`src/sv/acap_pkg.sv`:
```
// ----------------------------------------------------------------------------
// ADC capture package
// Types and fixed constants shared by the capture front end, the command
// queue, the capture engine and the checker.
// ----------------------------------------------------------------------------
package acap_pkg;

   localparam int SAMPLE_W = 12;
   localparam int CHAN_W   = 3;
   localparam int BLEN_W   = 11;
   localparam int RCNT_W   = 7;
   localparam int FUNC_W   = 3;
   localparam int MIN_RING = 2;

   localparam logic [FUNC_W-1:0] FUNC_ONESHOT = 3'd0;
   localparam logic [FUNC_W-1:0] FUNC_CONT    = 3'd1;
   localparam logic [FUNC_W-1:0] FUNC_STOP    = 3'd2;
   localparam logic [FUNC_W-1:0] FUNC_CONV    = 3'd3;
   localparam logic [FUNC_W-1:0] FUNC_READ    = 3'd4;
   localparam logic [FUNC_W-1:0] FUNC_CLEAR   = 3'd5;

   typedef enum logic [2:0] {
      OP_ONESHOT,
      OP_CONT,
      OP_STOP,
      OP_CONV,
      OP_READ,
      OP_CLEAR,
      OP_NONE
   } op_type;

   typedef enum logic [1:0] {
      MODE_IDLE,
      MODE_ONESHOT,
      MODE_CONT
   } mode_type;

   typedef enum logic [1:0] {
      BK_IDLE,
      BK_POP,
      BK_DATA
   } bk_state_type;

   typedef struct packed {
      logic [FUNC_W-1:0]   func;
      logic [CHAN_W-1:0]   channel;
      logic [SAMPLE_W-1:0] sample;
      logic [BLEN_W-1:0]   buffer_length;
      logic [RCNT_W-1:0]   read_count;
   } req_type;

   typedef struct packed {
      logic                accepted;
      logic [SAMPLE_W-1:0] sample_out;
      logic                sample_valid;
      logic                last;
      logic [RCNT_W-1:0]   copied_count;
      logic                idle;
      logic                overrun;
      logic [CHAN_W-1:0]   owner_channel;
   } rsp_type;

   typedef struct packed {
      op_type              op;
      logic                chan_ok;
      logic                len_ok;
      logic [CHAN_W-1:0]   channel;
      logic [SAMPLE_W-1:0] sample;
      logic [BLEN_W-1:0]   blen;
      logic [RCNT_W-1:0]   burst;
   } cmd_type;

endpackage

```
`src/sv/acap_cmd_q.sv`:
```
// ----------------------------------------------------------------------------
// ADC capture command queue
// Two-entry queue that lets the front end keep taking items while the
// capture engine is busy with a read burst or a stalled result.
// ----------------------------------------------------------------------------
module acap_cmd_q
   import acap_pkg::*;
(
   input  logic    clock,
   input  logic    reset,
   input  logic    push_valid,
   output logic    push_ready,
   input  cmd_type push_data,
   output logic    pop_valid,
   input  logic    pop_ready,
   output cmd_type pop_data
);

   localparam int QDEPTH = 2;

   cmd_type    entries_ff [QDEPTH];
   logic       wr_ptr_ff;
   logic       wr_ptr_in;
   logic       rd_ptr_ff;
   logic       rd_ptr_in;
   logic [1:0] count_ff;
   logic [1:0] count_in;
   logic       push;
   logic       pop;

   assign push_ready = (count_ff != 2'(QDEPTH));
   assign pop_valid  = (count_ff != 2'd0);
   assign pop_data   = entries_ff[rd_ptr_ff];
   assign push       = push_valid && push_ready;
   assign pop        = pop_valid && pop_ready;

   always_comb begin
      wr_ptr_in = push ? ~wr_ptr_ff : wr_ptr_ff;
      rd_ptr_in = pop ? ~rd_ptr_ff : rd_ptr_ff;
      count_in  = count_ff + {1'b0, push} - {1'b0, pop};
   end

   always_ff @(posedge clock) begin
      if (reset) begin
         wr_ptr_ff <= 1'b0;
         rd_ptr_ff <= 1'b0;
         count_ff  <= 2'd0;
      end else begin
         wr_ptr_ff <= wr_ptr_in;
         rd_ptr_ff <= rd_ptr_in;
         count_ff  <= count_in;
      end
   end

   always_ff @(posedge clock) begin
      if (push) begin
         entries_ff[wr_ptr_ff] <= push_data;
      end
   end

endmodule

```
`config.mk`:
```
export PLATFORM = sky130hd
export DESIGN_NAME = acap_cmd_q
export DESIGN_NICKNAME = d
export VERILOG_FILES = /design/src/sv/acap_pkg.sv /design/src/sv/acap_cmd_q.sv
export SDC_FILE = /design/constraint.sdc
export NUM_CORES = 1
export LEC_CHECK = 0
export BUFFER_PORTS_ARGS = -buffer_cell sky130_fd_sc_hd__buf_2
export CAP_MARGIN = 20
export CORE_MARGIN = 2
export CORE_UTILIZATION = 52
export CTS_CLUSTER_DIAMETER = 100
export CTS_CLUSTER_SIZE = 14
export DETAILED_ROUTE_END_ITERATION = 10
export HOLD_SLACK_MARGIN = 0.15
export PLACE_DENSITY = 0.79
export SETUP_SLACK_MARGIN = 0.3
export SLEW_MARGIN = 5
export SYNTH_ARGS = -nofsm -noshare
export SYNTH_HDL_FRONTEND = slang
export SYNTH_SLANG_ARGS = --single-unit
```
`constraint.sdc`:
```
create_clock -name clock -period 3.72 [get_ports clock]
set_input_delay 0.372 -clock clock [delete_from_list [all_inputs] [get_ports clock]]
set_output_delay 0.372 -clock clock [all_outputs]
set_load 0.02 [all_outputs]
```
==> flow_summary.yaml <==
outcome:
  outcome: "complete, no violations"
clock_network:
  tritoncts: "done"
  cts_buffer_depth: 2
  cts_resized: 0
  clk-insertion-delay-late_ns: 0.33
  postCtsSetupRepairBufs: 0
  htreeDepth: 3
  cts_buffers: 9
  cts.sinks: 81
  ctsHoldBuffers: 0
  clk_pin_slew_ns: 0.08
  root_buffer: "clkbuf_8"
placement:
  dp_slack_ns: 1.669
  gp_congestion: 0.6790
  dp_hpwl_mm: 3.090
  port_buffers: 81
  dp.cells: 291
logic_synthesis:
  ys_seq_area_share_pct: 77.94
  synth_area_leader_cell: "edfxtp_1"
  yosys_warnings: 0
  ys_types: 17
  syn_inst: 142
  ys_seq_elements: 81
  netlist_area_mm2: 0.003057
  syn_area_per_cell_um2: 21.53
  yosysTopAreaCellShare_pct: 74.66
  syn_nets: 186
  synth_area_leaders: "edfxtp_1 (75%), mux2_4 (9.8%), mux2_2 (7.0%)"
global_routing:
  use_met1_pct: 18.64
  grt_util_met2_pct: 26.08
  grt_overflow: 0
  grt_usage_pct: 15.87
  use_met3_pct: 4.382
  grt_max_degree: 39
  top_usage_layer: "met2"
  grt_pass1_wl_mm: 7.293
  grt_pass1_vias: 1591
  antenna_found_initial: 0
route:
  num_vias: 1530
  drc: 0
  drt_wl_total_mm: 4.843
  wire_per_inst_um: 15.67
  antenna_left: 0
  dr.pass1.iters: 4
  viasPerCell: 4.951
  drtIter0Drc: 95
setup_path:
  critPathMaxStageDelay_ns: 0.51
  cpMaxStageDelayCell: "dfxtp_2"
  cp_cell_sequence: "buf_12 > mux2_2 > buf_2"
  timing.critical_path.buf_inv: 2
  end_kind: "output pin"
  cp_max_fo: 28
  worstSetupStartpointType: "flip-flop"
  path_delay_family: "flip-flops"
  cp_data_arrival_time_ns: 1.65
  path_class: "reg -> out"
  rrSetupSlack_ns: 1.99
  cp_data_required_time_ns: 3.35
min_path:
  hold_class: "in -> reg"
timing:
  period_needed_ns: 2.022
  setup_viol_count_final: 0
  fin_tns_setup_ns: 0
  rsz0062_at_grt: "false"
  final.setup.worst_slack_ns: 1.698
  timing.final.crit_share_pct: 54.35
  max_slew_margin_pct: 40.16
  tightestPinTransition_ns: 0.8977
  clock_skew_ns: 0.009195
  report.final.hold_viol_count: 0
  slew_violations: 0
  max_clock_freq_mhz: 494.6
power_and_ir_drop:
  p_total_w: 0.002626
  clkPwrFrac_pct: 25.6
  seqPwrFrac_pct: 45.8
  peakVddDrop_mv: 0.4676
  p_switching_w: 0.0007416
  power_frac_comb_pct: 28.6
  p_leak_nw: 1.475
  p_sw_share_pct: 28.24
  power.internal_w: 0.001885
  power_density_mw_per_mm2: 694.2
finish:
  stdcell_count: 309
  syn_to_final_growth_pct: 23.78
  antennaDiodeCount: 0
  final_nets: 276
  final_layout_size_suffix_gt1_share_pct: 59.07
  final_core_util_pct: 67.47
floorplanning:
  die_w_um: 80.67
  start_util_pct: 54.51
  ios: 82
  die_h_um: 80.67
  placementRows: 27
  core_mm2: 0.005608
  die-area_mm2: 0.006508
flow_run:
  maxCapViolCount: 0
==> final cells by class <==
cell class,count,area (um^2)
sequential,81,2384
timing repair buffer,83,452.9
multi-input combinational,56,640.6
clock buffer,13,148.9
tap,72,90.09
fill,392,1824
inverter,1,3.754
clock inverter,3,63.81
==> worst paths after layout <==
| kind | from | depth (start not counted) | to |
|---|---|---|---|
| max | flip-flop | 3 | pop_data[0] |
| max reg2reg | count_ff[0]$_SDFF_PP0_ | 2 | entries_ff[1][33]$_DFFE_PP_ |
| min | push_data[3] | 1 | entries_ff[1][3]$_DFFE_PP_ |
| min reg2reg | rd_ptr_ff$_SDFFE_PP0P_ | 2 | flip-flop |
==> sequential cells by signal, summed over array words and instances, names as in the netlist, named ones only <==
| signal | count |
|---|---|
| count_ff | 2 |
| entries_ff | 76 |
| rd_ptr_ff | 1 |
| wr_ptr_ff | 1 |
==> synth_stat cells <==
cell and n:
o21a_1 1, edfxtp_1 76, xor2_1 1, inv_1 1, nor2_1 5, nand2_2 1
nor2b_1 2, buf_6 3, buf_2 1, xnor2_1 2, or2_2 1, nand2b_2 1
dfxtp_1 5, mux2_4 20, mux2_2 19, ha_1 2, and3_1 1
==> kinds of logic after synthesis <==
kind of cell               count (synthesis)  share of synthesized area, %
buffers and inverters                      5                         1.391
adders and majority gates                  2                        0.8185
DFF                                       81                         77.94
xor gates and xnor gates                   3                        0.8598
muxes                                     39                         16.82
AOI/OAI and AO/OA                          1                        0.2457
and+or+nand+nor                           11                         1.924
==> stage by stage <==
stage | area, um^2 | hold slack (ns)
3_5_place_dp | 3523 | 0.5126
3_3_place_gp | 3523 | 0.4961
5_1_grt | 3784 | 0.2004
6_report | 3784 | 0.2175
4_1_cts | 3736 | 0.2051
2_1_floorplan | 3057 | 0.4436
==> power by group through the flow <==
stage	registers [W]	clock network [W]	logic, W
floorplan	0.00120	0	0.000561
global placement	0.00127	0	0.000675
detailed placement	0.00127	0	0.000687
CTS	0.00125	0.000687	0.000690
global route	0.00121	0.000725	0.000808
finish	0.00120	0.000671	0.000752
==> cells in the final DEF (no fill, tap or decap), drive strengths merged <==
cell	netlist	final
clkinv	0	1
nor2	5	5
or2	1	1
edfxtp	76	76
nand2b	1	1
buf	4	83
mux2	39	39
and3	1	1
xor2	1	1
ha	2	2
o21a	1	1
clkbuf	0	13
dfxtp	5	5
bufinv	0	2
nor2b	2	2
xnor2	2	2
nand2	1	1
inv	1	1
==> routing by layer <==
metal	wire length (um)	vias up
met1	1979	737
met4	91	0
met2	2497	56
met3	275	9
li1	-	728
met5	0	-
No activity file was read; power rests on OpenSTA's default activity.
