**config.mk**
```make
export PLATFORM = sky130hd
export DESIGN_NAME = acap_front
export DESIGN_NICKNAME = d
export VERILOG_FILES = /design/src/sv/acap_pkg.sv /design/src/sv/acap_front.sv
export SDC_FILE = /design/constraint.sdc
export NUM_CORES = 1
export LEC_CHECK = 0
export BUFFER_PORTS_ARGS = -buffer_cell sky130_fd_sc_hd__buf_2
export CAP_MARGIN = 0
export CORE_AREA = 8 8 45 47
export DETAILED_ROUTE_END_ITERATION = 10
export DIE_AREA = 0 0 53 55
export PLACE_DENSITY_LB_ADDON = 0.08
export SYNTH_ARGS = -nofsm -noshare
export SYNTH_HDL_FRONTEND = slang
export SYNTH_SLANG_ARGS = --single-unit
export TNS_END_PERCENT = 50
```
**constraint.sdc**
```tcl
create_clock -name vclk -period 2.41
set_input_delay 0.482 -clock vclk [all_inputs]
set_output_delay 0.482 -clock vclk [all_outputs]
set_load 0.005 [all_outputs]
```
**src/sv/acap_pkg.sv**
```systemverilog
// ----------------------------------------------------------------------------
// ADC capture package
// Types and fixed constants shared by the capture front end, the command
// queue, the capture engine and the checker.
// ----------------------------------------------------------------------------
package acap_pkg;

   localparam int SAMPLE_W = 12;
   localparam int CHAN_W   = 3;
   localparam int BLEN_W   = 11;
   localparam int RCNT_W   = 7;
   localparam int FUNC_W   = 3;
   localparam int MIN_RING = 2;

   localparam logic [FUNC_W-1:0] FUNC_ONESHOT = 3'd0;
   localparam logic [FUNC_W-1:0] FUNC_CONT    = 3'd1;
   localparam logic [FUNC_W-1:0] FUNC_STOP    = 3'd2;
   localparam logic [FUNC_W-1:0] FUNC_CONV    = 3'd3;
   localparam logic [FUNC_W-1:0] FUNC_READ    = 3'd4;
   localparam logic [FUNC_W-1:0] FUNC_CLEAR   = 3'd5;

   typedef enum logic [2:0] {
      OP_ONESHOT,
      OP_CONT,
      OP_STOP,
      OP_CONV,
      OP_READ,
      OP_CLEAR,
      OP_NONE
   } op_type;

   typedef enum logic [1:0] {
      MODE_IDLE,
      MODE_ONESHOT,
      MODE_CONT
   } mode_type;

   typedef enum logic [1:0] {
      BK_IDLE,
      BK_POP,
      BK_DATA
   } bk_state_type;

   typedef struct packed {
      logic [FUNC_W-1:0]   func;
      logic [CHAN_W-1:0]   channel;
      logic [SAMPLE_W-1:0] sample;
      logic [BLEN_W-1:0]   buffer_length;
      logic [RCNT_W-1:0]   read_count;
   } req_type;

   typedef struct packed {
      logic                accepted;
      logic [SAMPLE_W-1:0] sample_out;
      logic                sample_valid;
      logic                last;
      logic [RCNT_W-1:0]   copied_count;
      logic                idle;
      logic                overrun;
      logic [CHAN_W-1:0]   owner_channel;
   } rsp_type;

   typedef struct packed {
      op_type              op;
      logic                chan_ok;
      logic                len_ok;
      logic [CHAN_W-1:0]   channel;
      logic [SAMPLE_W-1:0] sample;
      logic [BLEN_W-1:0]   blen;
      logic [RCNT_W-1:0]   burst;
   } cmd_type;

endpackage

```
**src/sv/acap_front.sv**
```systemverilog
// ----------------------------------------------------------------------------
// ADC capture front end
// Decodes each request item into a command, checks channel and ring length
// and limits the burst size to MAX_BURST before the command enters the queue.
// ----------------------------------------------------------------------------
module acap_front
   import acap_pkg::*;
#(
   parameter int BUF_DEPTH    = 1024,
   parameter int MAX_BURST    = 64,
   parameter int NUM_CHANNELS = 8
) (
   input  logic    req_valid,
   output logic    req_ready,
   input  req_type req_data,
   output logic    cmd_valid,
   input  logic    cmd_ready,
   output cmd_type cmd_data
);

   always_comb begin
      cmd_data.op = OP_NONE;
      case (req_data.func)
         FUNC_ONESHOT: cmd_data.op = OP_ONESHOT;
         FUNC_CONT:    cmd_data.op = OP_CONT;
         FUNC_STOP:    cmd_data.op = OP_STOP;
         FUNC_CONV:    cmd_data.op = OP_CONV;
         FUNC_READ:    cmd_data.op = OP_READ;
         FUNC_CLEAR:   cmd_data.op = OP_CLEAR;
         default:      cmd_data.op = OP_NONE;
      endcase
      cmd_data.chan_ok = (32'(req_data.channel) < NUM_CHANNELS);
      cmd_data.len_ok  = (req_data.buffer_length >= BLEN_W'(MIN_RING)) &&
                         (32'(req_data.buffer_length) <= BUF_DEPTH);
      cmd_data.channel = req_data.channel;
      cmd_data.sample  = req_data.sample;
      cmd_data.blen    = req_data.buffer_length;
      cmd_data.burst   = (32'(req_data.read_count) > MAX_BURST) ?
                         RCNT_W'(MAX_BURST) : req_data.read_count;
   end

   assign cmd_valid = req_valid;
   assign req_ready = cmd_ready;

endmodule

```
==> summary.md, run 1 <==
| Metric | Value |
|---|---|
| Power Internal | `28.61 uW` |
| Minimum clock period | `1.747 ns` |
| Yosys top cell area share | `0.6932` |
| Die area | `2915 um^2` |
| Postcts setup bufs | `0` |
| Fillcell total | `170` |
| Max IR drop VDD | `0.04154 mV` |
| Slowest stage delay, CP | `0.27 ns` |
| Total GRT Usage | `0.06213` |
| Period utilization | `0.7248` |
| Most common cell in the netlist | `buf_4` |
| RSZ-0062 raised after global routing | `false` |
| Final count of pins violating max slew | `0` |
| Synthesis-to-layout area growth | `1.992%` |
| Initial DRC Count | `2` |
| Required @ worst endpoint | `1.93 ns` |
| GRT Max-Usage Layer | `met2` |
| Vias per Instance | `3.616` |
| Leak Pwr | `0.0002091 uW` |
| Antenna cells | `0` |
| Std-Cell Core Area | `1384 um^2` |
| Ranking of synthesized cells by area | `buf_4 69%, nor2b_1 12%, clkbuf_1 3.6%` |
| Clock power frac | `0` |
| DRT antenna net count | `0` |
| Crit-path slowest cell | `nor4_1` |
| Grt met2 use | `0.1582` |
| Width of the die | `53 um` |
| Setup TNS | `0 ns` |
| Clkbuf count | `0` |
| FF+latch area | `0 um^2` |
| First-pass GRT wire length | `1400 um` |
| Max-Cap Viols | `0` |
| Sequential fraction of the synthesis area | `0` |
| Hold Buf Count CTS | `0` |
| Routing usage on met1 | `0.02866` |
| Final worst slack | `0.6631 ns` |
| CP Class | `in2out` |
| Outcome | `completed` |
| DRC | `0` |
| First-pass DRT Iterations | `2` |
| Top delay family on crit path | `simple AND/OR/NAND/NOR gates` |
| Cell mode on critical path | `buf_2` |
| Seq Cell Count | `0` |
| Place WS | `0.6452 ns` |
| Comb pwr share | `1.000` |
| Largest net degree at the start of global routing | `8` |
| Global route overflow | `0` |
| Row Count | `14` |
| Resize count post-CTS | `0` |
| Post-synth top area cell | `buf_4` |
| Total I/O pin count | `78` |
| Critical path depth in cells | `5` |
| Vias in the first global route | `218` |
| Synth warn | `0` |
| Worst setup path start | `req_data[11]` |
| Initial Util | `0.2269` |
| Register share of total power | `0` |
| Antenna violations before repair | `0` |
| Synthesized area | `314.1 um^2` |
| Critical Path Fanout Max | `2` |
| NumNets Final | `97` |
| IO buf count | `43` |
| Met3 usage | `0.03476` |
| Gpl congestion | `0.6698` |
| Multi-input logic area | `85.08 um^2` |
| Syn Area/Cell | `6.827 um^2` |
| Via Count | `264` |
| Final hold vios | `0` |
| Cells after Synth | `46` |
| Max Clk Rate | `0.5725 GHz` |
| Crit start category | `input pin` |
| Worst EP arrival | `1.26 ns` |
| Hpwl dp | `1207 um` |
| Power per cell area | `151.6 nW/um^2` |
| Commonest cells post-synth | `29 x buf_4, 6 x nor2b_1, 3 x clkbuf_1` |
| Share of layout cells above drive strength 1 | `0.7544` |
| Die height | `55 um` |
| Routed WL | `1231 um` |
| DR WL/cell | `16.86 um` |
| Switch share | `0.4106` |
| CP Cell Sequence | `buf_2 > nor4_1 > nand3_1 > mux2i_1 > buf_2` |
| # setup viols final | `0` |
| Crit end category | `output port` |
| Sw Pwr | `19.94 uW` |
| Mapped Nets | `84` |
| Yosys cell types | `11` |
| Worst setup path end | `cmd_data[33]` |
| HP Class | `in2out` |
| CP Buf/Inv Count | `2` |
-- power groups by stage --
stage	sequential, uW	combinational (uW)	clock, uW
6_report	0	48.5	0
5_1_grt	0	53.7	0
4_1_cts	0	50.0	0
3_5_place_dp	0	49.9	0
3_3_place_gp	0	51.0	0
2_1_floorplan	0	49.2	0
-- logic make-up (layout without fill, tap and decap cells) --
group | after synthesis | in the layout | share of synthesized area
buf+inv | 32 | 43 | 0.7291
mux | 1 | 1 | 0.03187
compound gates | 1 | 1 | 0.02391
other cells | 1 | 1 | 0.01194
simple gates | 11 | 11 | 0.2032
-- per-layer routing --
layer,part of all wire,vias up
met2,0.73,17
li1,-,132
met5,0,-
met3,0.12,0
met1,0.15,115
met4,0,0
-- through the flow --
| step | power, uW | util | cell area (um^2) | std cells | hold slack (ns) |
|---|---|---|---|---|---|
| after global placement | 51.02 | 0.2315 | 320.3 | 73 | 0.9640 |
| final | 48.55 | 0.2315 | 320.3 | 73 | 0.9640 |
| after detailed placement | 49.89 | 0.2315 | 320.3 | 73 | 0.9640 |
| after global routing | 53.72 | 0.2315 | 320.3 | 73 | 0.9640 |
| after CTS | 50.03 | 0.2315 | 320.3 | 73 | 0.9640 |
| after floorplan | 49.21 | - | 314.1 | 46 | 0.9942 |
-- cell usage in the layout (no fill, tap or decap), drive strengths merged --
master  instances
nand3           1
nor2b           6
buf            43
nor3            1
mux2i           1
nand2b          1
nor2            1
nor4            1
a21boi          1
conb            1
-- how the worst min path moves through the flow --
stage	start	endpoint	slack (ns)	depth (start not counted)
floorplan	req_data[6]	cmd_data[0]	0.99	1
global placement	req_data[19]	cmd_data[19]	0.96	0
detailed placement	req_data[19]	cmd_data[19]	0.96	0
CTS	req_data[19]	cmd_data[19]	0.96	0
global route	req_data[18]	cmd_data[18]	0.96	0
finish	req_data[18]	cmd_data[18]	0.96	0
-- final cells by class --
type / instances / share of cell area
tap: 16 / 0.06250
timing repair buffer: 43 / 0.6719
multi-input combinational: 14 / 0.2656
No activity file was read; power rests on OpenSTA's default activity.
==> run 2, diff against run 1 <==
--- a/config.mk
+++ b/config.mk
@@ -7,9 +7,9 @@
 export LEC_CHECK = 0
 export BUFFER_PORTS_ARGS = -buffer_cell sky130_fd_sc_hd__buf_2
 export CAP_MARGIN = 0
-export CORE_AREA = 8 8 45 47
+export CORE_MARGIN = 8
+export CORE_UTILIZATION = 21
 export DETAILED_ROUTE_END_ITERATION = 10
-export DIE_AREA = 0 0 53 55
 export PLACE_DENSITY_LB_ADDON = 0.08
 export SYNTH_ARGS = -nofsm -noshare
 export SYNTH_HDL_FRONTEND = slang
==> constraint.sdc (replaced) <==
create_clock -name vclk -period 1.6
set_input_delay 0.32 -clock vclk [all_inputs]
set_output_delay 0.32 -clock vclk [all_outputs]
set_load 0.005 [all_outputs]
==> run 2 against run 1 <==
  * Highest routed layer is now met4
  * Count of clock-buffer cells in the layout unchanged
  * Via count is 12% higher
  * Core utilization down 1.1 points
  * First-iteration DRC count is 100% lower
  * Largest power group unchanged
  * Sequential cell count is the same
  * Critical path type unchanged
  * Critical path depth did not move
  * Setup slack worse by 0.50 ns
  * Final area unchanged
==> summary.md, run 2 (synthesis gave the netlist of run 1 again) <==
| Metric | Value |
|---|---|
| Cell Count, Final, Fillers Out | `73 (unchanged)` |
| HP Start | `req_data[23]` |
| Width of the die | `54.67 um (+3.2%)` |
| Place WS | `0.1532 ns (-0.4920 ns)` |
| Power after layout | `72.76 uW (+50%)` |
| Global route overflow | `0 (unchanged)` |
| Setup TNS | `0 ns (unchanged)` |
| IO buf count | `43 (unchanged)` |
| Post-Route Utilization | `0.2203 (-0.01115)` |
| Hold Buf Count CTS | `0 (unchanged)` |
| Max IR drop VDD | `0.04643 mV (+12%)` |
| Critical Path Fanout Max | `2 (unchanged)` |
| Crit start category | `input pin` |
| Largest net degree at the start of global routing | `8 (unchanged)` |
| Leak Pwr | `0.0002091 uW (unchanged)` |
| Postcts setup bufs | `0 (unchanged)` |
| Hpwl dp | `904.4 um (-25%)` |
| Routed WL | `932 um (-24%)` |
| Slowest stage delay, CP | `0.28 ns (about the same)` |
| Vias per Instance | `4.041 (+12%)` |
| Gpl congestion | `0.6022 (-10%)` |
| Total GRT Usage | `0.04857 (-0.01356)` |
| Vias in the first global route | `288 (+32%)` |
| Inst Count DP | `73 (unchanged)` |
| HP Class | `in2out` |
| Most frequent cells in the layout | `43 x buf_2, 6 x nor2b_1` |
| NumNets Final | `97 (unchanged)` |
| Minimum clock period | `1.434 ns` |
| Final hold vios | `0 (unchanged)` |
| # setup viols final | `0 (unchanged)` |
| Max-Cap Viols | `0 (unchanged)` |
| Seq Cell Count | `0 (unchanged)` |
| Required @ worst endpoint | `1.28 ns (-0.65 ns)` |
| CP Class | `in2out` |
| Std-Cell Core Area | `1454 um^2 (+5.1%)` |
| Crit end category | `output port` |
| Final count of pins violating max slew | `0 (unchanged)` |
| FF+latch area | `0 um^2 (unchanged)` |
| Resize count post-CTS | `0 (unchanged)` |
| First-pass DRT Iterations | `1 (-1)` |
| Synthesis-to-layout area growth | `1.992% (unchanged)` |
| Die area | `2989 um^2 (+2.5%)` |
| Worst EP arrival | `1.11 ns (-0.15 ns)` |
| Outcome | `completed` |
| Via Count | `295 (+12%)` |
| Final worst slack | `0.1658 ns (-0.4973 ns)` |
| Worst setup path start | `req_data[11]` |
| Row Count | `14 (unchanged)` |
| Period utilization | `0.8964` |
| DRC | `0 (unchanged)` |
| Power per cell area | `227.2 nW/um^2 (+50%)` |
| Initial DRC Count | `0 (-2)` |
| Cell mode on critical path | `buf_2` |
| First-pass GRT wire length | `1173 um (-16%)` |
| Max Clk Rate | `0.6973 GHz` |
| CP Cell Sequence | `buf_2 > nor4_1 > nand3_1 > mux2i_1 > buf_2` |
| DR WL/cell | `12.77 um (-24%)` |
| Antenna violations before repair | `0 (unchanged)` |
| RSZ-0062 raised after global routing | `false` |
| Antenna cells | `0 (unchanged)` |
| Crit-path slowest cell | `nor4_1` |
| Total I/O pin count | `78 (unchanged)` |
| Clkbuf count | `0 (unchanged)` |
| Die height | `54.67 um (-0.60%)` |
| Initial Util | `0.2160 (-0.01094)` |
| Share of layout cells above drive strength 1 | `0.7544 (unchanged)` |
| Commonest non-fill, non-tap cell in the layout | `buf_2` |
| DRT antenna net count | `0 (unchanged)` |
-- run 2: layout make-up --
class	instances	area (um^2)
Fill cell	177	1134
Timing Repair Buffer	43	215.2
Multi-Input combinational cell	14	85.08
Tap cell	16	20.02
-- run 2: power by group --
part	total, uW	internal, uW	switching, uW
logic	72.8	43.1	29.7
clock network	0	0	0
registers	0	0	0
total	72.8	43.1	29.7
-- run 2: metal layers --
| metal | GRT usage | wire (um) |
|---|---|---|
| met1 | 0.04110 | 234 |
| met3 | 0.03533 | 214 |
| met2 | 0.09057 | 470 |
| met4 | 0.008197 | 13 |
| met5 | 0 | 0 |
-- run 2: per-stage QoR --
step	hold slack [ns]	area, um^2
floorplan	0.6702	314.1
global placement	0.6400	320.3
detailed placement	0.6400	320.3
CTS	0.6400	320.3
global route	0.6400	320.3
finish	0.6400	320.3
-- run 2: worst paths after layout --
| path | cells after the start | end | slack, ns |
|---|---|---|---|
| min | 0 | cmd_data[23] | 0.64 |
| max | 5 | cmd_data[33] | 0.17 |
-- run 2: worst max-delay path, delay by kind of cell --
family | cells | cell delay (ns)
simple gates | 2 | 0.42
mux | 1 | 0.15
buf+inv | 2 | 0.23
